==> src/tcrd_pkg.sv <==
// ----------------------------------------------------------------------------
// tcrd_pkg
// Shared types and constants for the touch contact/release debounce block.
// ----------------------------------------------------------------------------
package tcrd_pkg;

  // field widths
  localparam int XY_W      = 12;
  localparam int HELD_W    = 39;
  localparam int WIN_W     = 20;
  localparam int STAMP_W   = 48;
  localparam int BYTE_W    = 8;
  localparam int NIB_W     = 4;
  localparam int CFG_IDX_W = 2;
  localparam int CFG_DAT_W = 20;

  localparam int IN_TDATA_W  = 96;
  localparam int OUT_TDATA_W = 72;

  // register reset values
  localparam logic [WIN_W-1:0] WINDOW_RST = 20'd150000;
  localparam logic [XY_W-1:0]  WIDTH_RST  = 12'd320;
  localparam logic [XY_W-1:0]  HEIGHT_RST = 12'd480;

  localparam logic [HELD_W-1:0] HELD_MAX = {HELD_W{1'b1}};

  // us -> ms: drop 3 bits (divide by 8), then long division by 125 in
  // 16-bit digits. Digit quotient via exact reciprocal: v < 2^23,
  // floor(v * DIV_M / 2^DIV_S) == floor(v / 125).
  localparam int CHUNK_W = 16;
  localparam int REM_W   = 7;
  localparam int DIG_W   = CHUNK_W + REM_W;
  localparam int DIV_S   = 30;
  localparam int PROD_W  = 2 * DIG_W + 1;
  localparam logic [DIG_W:0] DIV_M = 24'd8589935;

  typedef enum logic [CFG_IDX_W-1:0] {
    REG_ENABLED,
    REG_RELEASE_WINDOW,
    REG_PANEL_WIDTH,
    REG_PANEL_HEIGHT
  } cfg_reg_t;

  typedef enum logic {
    OP_POLL,
    OP_CLEAR
  } op_t;

  typedef struct packed {
    logic            valid_res;
    logic            down;
    logic            pressed;
    logic            released;
    logic [XY_W-1:0] x;
    logic [XY_W-1:0] y;
  } res_t;

endpackage

==> src/touch_contact_release_debounce.sv <==
// ----------------------------------------------------------------------------
// touch_contact_release_debounce
// Touch contact tracker with release debounce, press/release edges and held
// time in milliseconds.
// ----------------------------------------------------------------------------
// Takes one item per clock cycle unless a poll item waits on a full result
// pipeline. A poll result passes through one input register, the update
// register for the contact/debounce update and coordinate scaling, then one
// pipeline stage per 16-bit digit of the microsecond-to-millisecond division
// (NCH = ceil((TIME_BITS - 3) / 16) digit stages). A clear item updates
// state in the cycle after acceptance and gives no result. Back-pressure
// on the output stalls the pipeline stage by stage; empty stages still accept.
// Configuration writes are always taken; cfg_ready is tied high.

module touch_contact_release_debounce #(
  parameter int TIME_BITS = 48
) (
  input  logic                                    clk,
  input  logic                                    rst,
  // config write channel
  input  logic                                    cfg_valid,
  output logic                                    cfg_ready,
  input  logic [tcrd_pkg::CFG_IDX_W-1:0]          cfg_index,
  input  logic [tcrd_pkg::CFG_DAT_W-1:0]          cfg_data,
  // input stream
  input  logic                                    s_tvalid,
  output logic                                    s_tready,
  // read_ok[0], status_byte[8:1], x_high[16:9], x_low[24:17],
  // y_high[32:25], y_low[40:33], now_us[88:41], zero pad
  input  logic [tcrd_pkg::IN_TDATA_W-1:0]         s_tdata,
  // op[0]
  input  logic                                    s_tuser,
  // result stream
  output logic                                    m_tvalid,
  input  logic                                    m_tready,
  // valid_res[0], down[1], pressed[2], released[3], held_ms[42:4],
  // x[54:43], y[66:55], zero pad
  output logic [tcrd_pkg::OUT_TDATA_W-1:0]        m_tdata
);

  localparam int NCH = (TIME_BITS - 3 + tcrd_pkg::CHUNK_W - 1) / tcrd_pkg::CHUNK_W;
  localparam int PW  = NCH * tcrd_pkg::CHUNK_W;
  localparam int QW  = (PW > tcrd_pkg::HELD_W) ? PW : tcrd_pkg::HELD_W;

  // configuration
  logic                          enabled;
  logic [tcrd_pkg::WIN_W-1:0]    release_window_us;
  logic [tcrd_pkg::XY_W-1:0]     panel_width;
  logic [tcrd_pkg::XY_W-1:0]     panel_height;

  // tracking state
  logic                          contact_active;
  logic [TIME_BITS-1:0]          press_start_us;
  logic [TIME_BITS-1:0]          last_contact_us;
  logic [tcrd_pkg::XY_W-1:0]     remembered_x;
  logic [tcrd_pkg::XY_W-1:0]     remembered_y;

  // input register
  logic                          a_v;
  tcrd_pkg::op_t                 a_op;
  logic                          a_read_ok;
  logic [tcrd_pkg::NIB_W-1:0]    a_count;
  logic [tcrd_pkg::XY_W-1:0]     a_x;
  logic [tcrd_pkg::XY_W-1:0]     a_y;
  logic [TIME_BITS-1:0]          a_now;
  logic                          a_adv;

  // result pipeline: stage 0 holds the update result, stage NCH is the output
  logic                          dv        [NCH+1];
  logic                          stage_rdy [NCH+1];
  logic [PW-1:0]                 dw        [NCH+1];
  logic [tcrd_pkg::REM_W-1:0]    dr        [NCH];
  tcrd_pkg::res_t                dres      [NCH+1];

  assign cfg_ready = 1'b1;

  always_ff @(posedge clk) begin
    if (rst) begin
      enabled           <= 1'b0;
      release_window_us <= tcrd_pkg::WINDOW_RST;
      panel_width       <= tcrd_pkg::WIDTH_RST;
      panel_height      <= tcrd_pkg::HEIGHT_RST;
    end else if (cfg_valid) begin
      unique case (tcrd_pkg::cfg_reg_t'(cfg_index))
        tcrd_pkg::REG_ENABLED:        enabled           <= cfg_data[0];
        tcrd_pkg::REG_RELEASE_WINDOW: release_window_us <= cfg_data;
        tcrd_pkg::REG_PANEL_WIDTH:    panel_width       <= cfg_data[tcrd_pkg::XY_W-1:0];
        tcrd_pkg::REG_PANEL_HEIGHT:   panel_height      <= cfg_data[tcrd_pkg::XY_W-1:0];
      endcase
    end
  end

  // ---- handshake chain ----
  always_comb begin
    stage_rdy[NCH] = !dv[NCH] || m_tready;
    for (int k = NCH - 1; k >= 0; k--) begin
      stage_rdy[k] = !dv[k] || stage_rdy[k+1];
    end
  end

  // clear items retire without waiting for the result pipeline
  assign a_adv    = a_v && (a_op == tcrd_pkg::OP_CLEAR || stage_rdy[0]);
  assign s_tready = !a_v || a_adv;

  always_ff @(posedge clk) begin
    if (rst) begin
      a_v <= 1'b0;
    end else if (s_tready) begin
      a_v <= s_tvalid;
    end
  end

  always_ff @(posedge clk) begin
    if (s_tvalid && s_tready) begin
      a_op      <= tcrd_pkg::op_t'(s_tuser);
      a_read_ok <= s_tdata[0];
      a_count   <= s_tdata[4:1];
      a_x       <= {s_tdata[12:9], s_tdata[24:17]};
      a_y       <= {s_tdata[28:25], s_tdata[40:33]};
      a_now     <= TIME_BITS'(s_tdata[88:41]);
    end
  end

  // ---- contact update ----
  logic                          sampled;
  logic                          out_range;
  logic [2*tcrd_pkg::XY_W-1:0]   x_prod;
  logic [2*tcrd_pkg::XY_W-1:0]   y_prod;
  logic [tcrd_pkg::XY_W-1:0]     x_eff;
  logic [tcrd_pkg::XY_W-1:0]     y_eff;
  logic [TIME_BITS-1:0]          last_eff;
  logic [TIME_BITS-1:0]          since_last;
  logic [TIME_BITS-1:0]          since_press;
  logic [TIME_BITS-1:0]          press_to_last;
  logic                          down;
  logic [TIME_BITS-1:0]          held_us;
  tcrd_pkg::res_t                res;

  always_comb begin
    sampled   = a_read_ok && (a_count != '0);
    out_range = (a_x >= panel_width) || (a_y >= panel_height);
    x_prod    = {{tcrd_pkg::XY_W{1'b0}}, a_x} * {{tcrd_pkg::XY_W{1'b0}}, panel_width};
    y_prod    = {{tcrd_pkg::XY_W{1'b0}}, a_y} * {{tcrd_pkg::XY_W{1'b0}}, panel_height};
    // scale by size/4096
    x_eff     = out_range ? x_prod[2*tcrd_pkg::XY_W-1:tcrd_pkg::XY_W] : a_x;
    y_eff     = out_range ? y_prod[2*tcrd_pkg::XY_W-1:tcrd_pkg::XY_W] : a_y;

    last_eff      = sampled ? a_now : last_contact_us;
    // backwards time counts as zero elapsed
    since_last    = (a_now >= last_eff) ? a_now - last_eff : '0;
    since_press   = (a_now >= press_start_us) ? a_now - press_start_us : '0;
    press_to_last = (last_contact_us >= press_start_us) ?
                    last_contact_us - press_start_us : '0;

    down = sampled ||
           (contact_active && since_last < TIME_BITS'(release_window_us));

    // a fresh press has zero held time
    if (down) begin
      held_us = contact_active ? since_press : '0;
    end else if (contact_active) begin
      held_us = press_to_last;
    end else begin
      held_us = '0;
    end

    res           = '0;
    res.valid_res = 1'b1;
    res.down      = down;
    res.pressed   = down && !contact_active;
    res.released  = !down && contact_active;
    res.x         = sampled ? x_eff : remembered_x;
    res.y         = sampled ? y_eff : remembered_y;
    if (!enabled) begin
      res     = '0;
      held_us = '0;
    end
  end

  always_ff @(posedge clk) begin
    if (rst) begin
      contact_active  <= 1'b0;
      press_start_us  <= '0;
      last_contact_us <= '0;
      remembered_x    <= '0;
      remembered_y    <= '0;
    end else if (a_adv) begin
      if (a_op == tcrd_pkg::OP_CLEAR) begin
        contact_active  <= 1'b0;
        press_start_us  <= '0;
        last_contact_us <= '0;
      end else if (enabled) begin
        contact_active  <= down;
        last_contact_us <= last_eff;
        if (down && !contact_active) begin
          press_start_us <= a_now;
        end
        if (sampled) begin
          remembered_x <= x_eff;
          remembered_y <= y_eff;
        end
      end
    end
  end

  always_ff @(posedge clk) begin
    if (rst) begin
      dv[0] <= 1'b0;
    end else if (stage_rdy[0]) begin
      dv[0] <= a_adv && (a_op == tcrd_pkg::OP_POLL);
    end
  end

  always_ff @(posedge clk) begin
    if (stage_rdy[0] && a_adv && a_op == tcrd_pkg::OP_POLL) begin
      dw[0]   <= PW'(held_us >> 3);
      dr[0]   <= '0;
      dres[0] <= res;
    end
  end

  // ---- divide by 125, one digit per stage, most significant first ----
  for (genvar k = 0; k < NCH; k++) begin : g_div
    localparam int HI = PW - 1 - k * tcrd_pkg::CHUNK_W;

    logic [tcrd_pkg::DIG_W-1:0]   v;
    logic [tcrd_pkg::PROD_W-1:0]  prod;
    logic [tcrd_pkg::CHUNK_W-1:0] q;
    logic [tcrd_pkg::DIG_W-1:0]   q_x;
    logic [tcrd_pkg::DIG_W-1:0]   back;
    logic [tcrd_pkg::DIG_W-1:0]   diff;
    logic [PW-1:0]                w_next;

    always_comb begin
      v      = {dr[k], dw[k][HI -: tcrd_pkg::CHUNK_W]};
      prod   = tcrd_pkg::PROD_W'(v) * tcrd_pkg::PROD_W'(tcrd_pkg::DIV_M);
      q      = prod[tcrd_pkg::DIV_S +: tcrd_pkg::CHUNK_W];
      q_x    = tcrd_pkg::DIG_W'(q);
      back   = (q_x << 7) - (q_x << 1) - q_x;   // q * 125
      diff   = v - back;
      w_next = dw[k];
      w_next[HI -: tcrd_pkg::CHUNK_W] = q;
    end

    always_ff @(posedge clk) begin
      if (rst) begin
        dv[k+1] <= 1'b0;
      end else if (stage_rdy[k+1]) begin
        dv[k+1] <= dv[k];
      end
    end

    always_ff @(posedge clk) begin
      if (stage_rdy[k+1] && dv[k]) begin
        dw[k+1]   <= w_next;
        dres[k+1] <= dres[k];
      end
    end

    if (k < NCH - 1) begin : g_rem
      always_ff @(posedge clk) begin
        if (stage_rdy[k+1] && dv[k]) begin
          dr[k+1] <= diff[tcrd_pkg::REM_W-1:0];
        end
      end
    end
  end

  // ---- output ----
  logic [QW-1:0]                 held_q;
  logic [tcrd_pkg::HELD_W-1:0]   held_ms;

  always_comb begin
    held_q  = QW'(dw[NCH]);
    held_ms = (held_q > QW'(tcrd_pkg::HELD_MAX)) ? tcrd_pkg::HELD_MAX
                                                 : held_q[tcrd_pkg::HELD_W-1:0];
  end

  assign m_tvalid = dv[NCH];
  assign m_tdata  = {5'b0, dres[NCH].y, dres[NCH].x, held_ms, dres[NCH].released,
                     dres[NCH].pressed, dres[NCH].down, dres[NCH].valid_res};

endmodule

==> config.mk <==
export PLATFORM = sky130hd
export DESIGN_NAME = touch_contact_release_debounce
export DESIGN_NICKNAME = d
export VERILOG_FILES = /design/src/tcrd_pkg.sv /design/src/touch_contact_release_debounce.sv
export SDC_FILE = /design/constraint.sdc
export NUM_CORES = 2
export LEC_CHECK = 0
export BUFFER_PORTS_ARGS = -buffer_cell sky130_fd_sc_hd__buf_2
export CAP_MARGIN = 15
export CORE_ASPECT_RATIO = 1.4
export CORE_MARGIN = 5
export CORE_UTILIZATION = 60
export DETAILED_ROUTE_END_ITERATION = 12
export PLACE_DENSITY = 0.78
export SYNTH_ARGS = -nofsm -noshare
export SYNTH_HDL_FRONTEND = slang
export SYNTH_SLANG_ARGS = --single-unit
==> constraint.sdc <==
create_clock -name clk -period 20.6 [get_ports clk]
set_input_delay 3.09 -clock clk [delete_from_list [all_inputs] [get_ports clk]]
set_output_delay 3.09 -clock clk [all_outputs]
set_load 0.03 [all_outputs]
==> impl_results.rst <==
.. list-table::
   :header-rows: 1

   * - Metric
     - Value
   * - Drt first-iter violations
     - 2543
   * - Ratio of total power to cell area
     - 115 nW/um2
   * - Num CTS Buffers
     - 55
   * - Global-route wire length before repair
     - 208 mm
   * - Clock tree skew after final layout
     - 0.0193 ns
   * - Number of nets with antenna violations after detailed routing
     - 0
   * - Vias
     - 39400
   * - Die extent in y
     - 372 um
   * - Data arrival at the endpoint of the critical path
     - 9.57 ns
   * - Antenna violations before repair
     - 6
   * - Startpoint Class
     - register
   * - CP Capture Type
     - register
   * - Setup TNS
     - 0 ns
   * - Outcome
     - finished clean
   * - Worst-case hold slack
     - 0.407 ns
   * - Clk Latency, worst-skew pair
     - 0.64 ns
   * - Part of the Yosys area used for sequential elements
     - 0.257
   * - Top-count cell post-synth
     - inv_1
   * - Layout net count
     - 7340
   * - Top Family by Delay on Critical Path
     - compound AO/OA/AOI/OAI gates
   * - Required arrival time at the worst endpoint
     - 21.17 ns
   * - Synthesized instance count
     - 5581
   * - Die Footprint
     - 100000 um2
   * - Clk Tree Root Cell
     - clkbuf_16
   * - Top-Level Pins
     - 199
   * - Placer Congestion
     - 0.983
   * - Count of pins over their slew limit
     - 0
   * - Synthesized-area fraction occupied by and/or/nand/nor cells
     - 0.0882
   * - Post-synth top area share
     - 0.217
   * - Class of the most critical hold timing path
     - register to register
   * - Post-synthesis async set-or-reset flop share
     - 0
   * - Post-route clock period utilization
     - 0.437
   * - Placed wire-length estimate
     - 105 mm
   * - Peak supply drop
     - 0.316 mV
   * - Post-CTS Hold Fix Bufs
     - 0
   * - Seq cells post-synth
     - 537
   * - Pin count of the biggest net entering global routing
     - 86
   * - Post-synth EDFFs
     - 370
   * - Synth area leaders
     - ha_1 (22%), fa_1 (21%), edfxtp_1 (20%), inv_1 (7.3%), dfxtp_1 (5.9%)
   * - Post-synthesis mux area share
     - 0.0123
   * - Post-synth cell types
     - 89
   * - Final Critical Period
     - 9.00 ns
   * - Maximum capacitance violations
     - 0
   * - Clk buf depth
     - 3
   * - Number of gates given a new drive strength after cts
     - 0
   * - Worst path bufs/invs
     - 2
   * - H-tree depth
     - 2
   * - Hold violation total from the final report
     - 0
   * - Unrepaired setup endpoints after global routing
     - no
   * - Setup Crit Path Kind
     - register to register
   * - Clock-pin slew of the registers on the worst-case setup and hold paths
     - 0.06 ns
   * - Post-Synthesis Cell Area
     - 56300 um2
   * - Most used cell, CP
     - a21o_1
   * - Number of iterations in the first detailed-routing pass
     - 5
   * - Share of layout cells above drive strength 1
     - 0.0604
   * - Total detailed-routing wirelength
     - 128 mm
   * - Placeable core region
     - 93500 um2
   * - X dimension of the die
     - 269 um
   * - Adder-cell share of the synthesized area
     - 0.425
   * - Mean area per synthesized cell
     - 10.1 um2
   * - Synthesized-area fraction occupied by xor and xnor cells
     - 0.0290
   * - Highest cell delay on the worst timing path
     - 0.96 ns
   * - Setup violation total in the final timing report
     - 0
   * - Total congestion overflow
     - 0
   * - Post-CTS setup-driven buffer insertion count
     - 0
   * - Slew HR
     - 0.284
   * - Clock tree from TritonCTS
     - done
   * - Power consumption
     - 6.91 mW
   * - Combined global-route utilization of all metal layers
     - 0.259
   * - Critical path fanouts, max
     - 68
   * - Per-cell routed wire length
     - 18.5 um
   * - Largest family of logic cells by synthesized area
     - adder cells
   * - Initial standard-cell utilization of the core
     - 0.602
   * - Port Buffers
     - 173
   * - Vias per Instance
     - 5.70
   * - Complex-gate fraction of the synthesized area
     - 0.102
   * - Number of sinks handled by clock tree synthesis
     - 537
   * - Commonest register cell after synthesis
     - edfxtp_1
   * - Yosys warning total
     - 0
   * - Leading cell types by count after synthesis
     - inv_1 (1097), ha_1 (977), fa_1 (585), nand2_1 (388), edfxtp_1 (370)
   * - Post-synthesis cell type with the largest combined area
     - ha_1
   * - Cell row count
     - 133
   * - Area added between synthesis and finish
     - 6.59%
   * - Cell with the biggest individual delay on the critical path
     - and4b_2
   * - Leakage power figure
     - 29.2 nW
   * - Worst-margin pin slew
     - 1.07 ns
   * - Vias in the first global route
     - 41500
   * - DRC violations left
     - 0
   * - Achievable frequency
     - 111 MHz
power breakdown:
part / switching, mW / internal [mW]
Combinational: 2.55 / 1.99
Clock: 0.450 / 0.564
Sequential: 0.0653 / 1.28
stage by stage:
step	worst slack (ns)	cells	utilization	instance area, um2
CTS	11.54	6914	0.642	60000
detailed placement	11.59	6811	0.622	58200
global route	10.91	6916	0.642	60000
finish	11.60	6917	0.642	60000
floorplan	9.98	5585	-	56300
global placement	11.69	6811	0.622	58200
worst register-to-register path, delay by kind of cell, from the launching register on:
family / cells / cell delay (ns)
and+or+nand+nor: 6 / 2.69
DFF: 1 / 0.38
adders and majority gates: 2 / 0.66
AOI/OAI and AO/OA: 14 / 4.06
buffers and inverters: 2 / 0.82
muxes: 1 / 0.32
worst paths after layout:
kind	from	end	slack (ns)	depth (start not counted)
max	a_count[1]$_DFFE_PP_	press_start_us[33]$_SDFFE_PP0P_	11.60	25
min	dw[0][25]$_SDFFCE_PN0P_	dw[1][25]$_DFFE_PP_	0.41	0
max reg2reg	a_count[1]$_DFFE_PP_	press_start_us[33]$_SDFFE_PP0P_	11.60	25
min reg2reg	dw[0][25]$_SDFFCE_PN0P_	dw[1][25]$_DFFE_PP_	0.41	0
metal layers:
metal  wire length [um]  GRT usage
met1              51500      0.323
met2              63500      0.455
met3               6330     0.0304
met4               6480      0.111
met5                 11          0
final cells by class:
cell class / instances / area [um2]
Tap cell: 1215 / 1520
Clock buffer: 69 / 1510
Sequential cell: 537 / 14500
Multi-Input combinational cell: 3769 / 37100
Fill cell: 7418 / 33500
Timing Repair Buffer: 192 / 1010
Inverter: 1099 / 4130
Clock inverter: 34 / 323
Antenna cell: 2 / 5.00
placed cells by master, fill, tap and decap left out, drive strengths merged, types with 48 or more instances in the layout:
| cell | instances |
|---|---|
| nand4 | 49 |
| clkbuf | 69 |
| xor2 | 81 |
| nor2 | 291 |
| and2 | 72 |
| buf | 192 |
| o21ai | 145 |
| a21o | 98 |
| nand2 | 390 |
| mux2i | 66 |
| fa | 585 |
| dfxtp | 167 |
| a22o | 48 |
| edfxtp | 370 |
| xnor2 | 103 |
| a21oi | 301 |
| ha | 977 |
| inv | 1108 |
registers in the layout, summed over array words and instances (netlist names), 4 cells and up:
register,flops
dr,14
a_y,12
remembered_x,12
remembered_y,12
a_count,4
dv,4
a_now,48
panel_width,12
dw,162
last_contact_us,48
dres,112
a_x,12
press_start_us,48
release_window_us,20
panel_height,12
logic make-up after synthesis:
| kind of cell | count (synthesis) |
|---|---|
| AOI/OAI and AO/OA | 885 |
| xor gates and xnor gates | 185 |
| adders and majority gates | 1562 |
| buffers and inverters | 1279 |
| DFF | 537 |
| muxes | 69 |
| other | 2 |
| and+or+nand+nor | 1062 |
No activity file was read; power rests on OpenSTA's default activity.
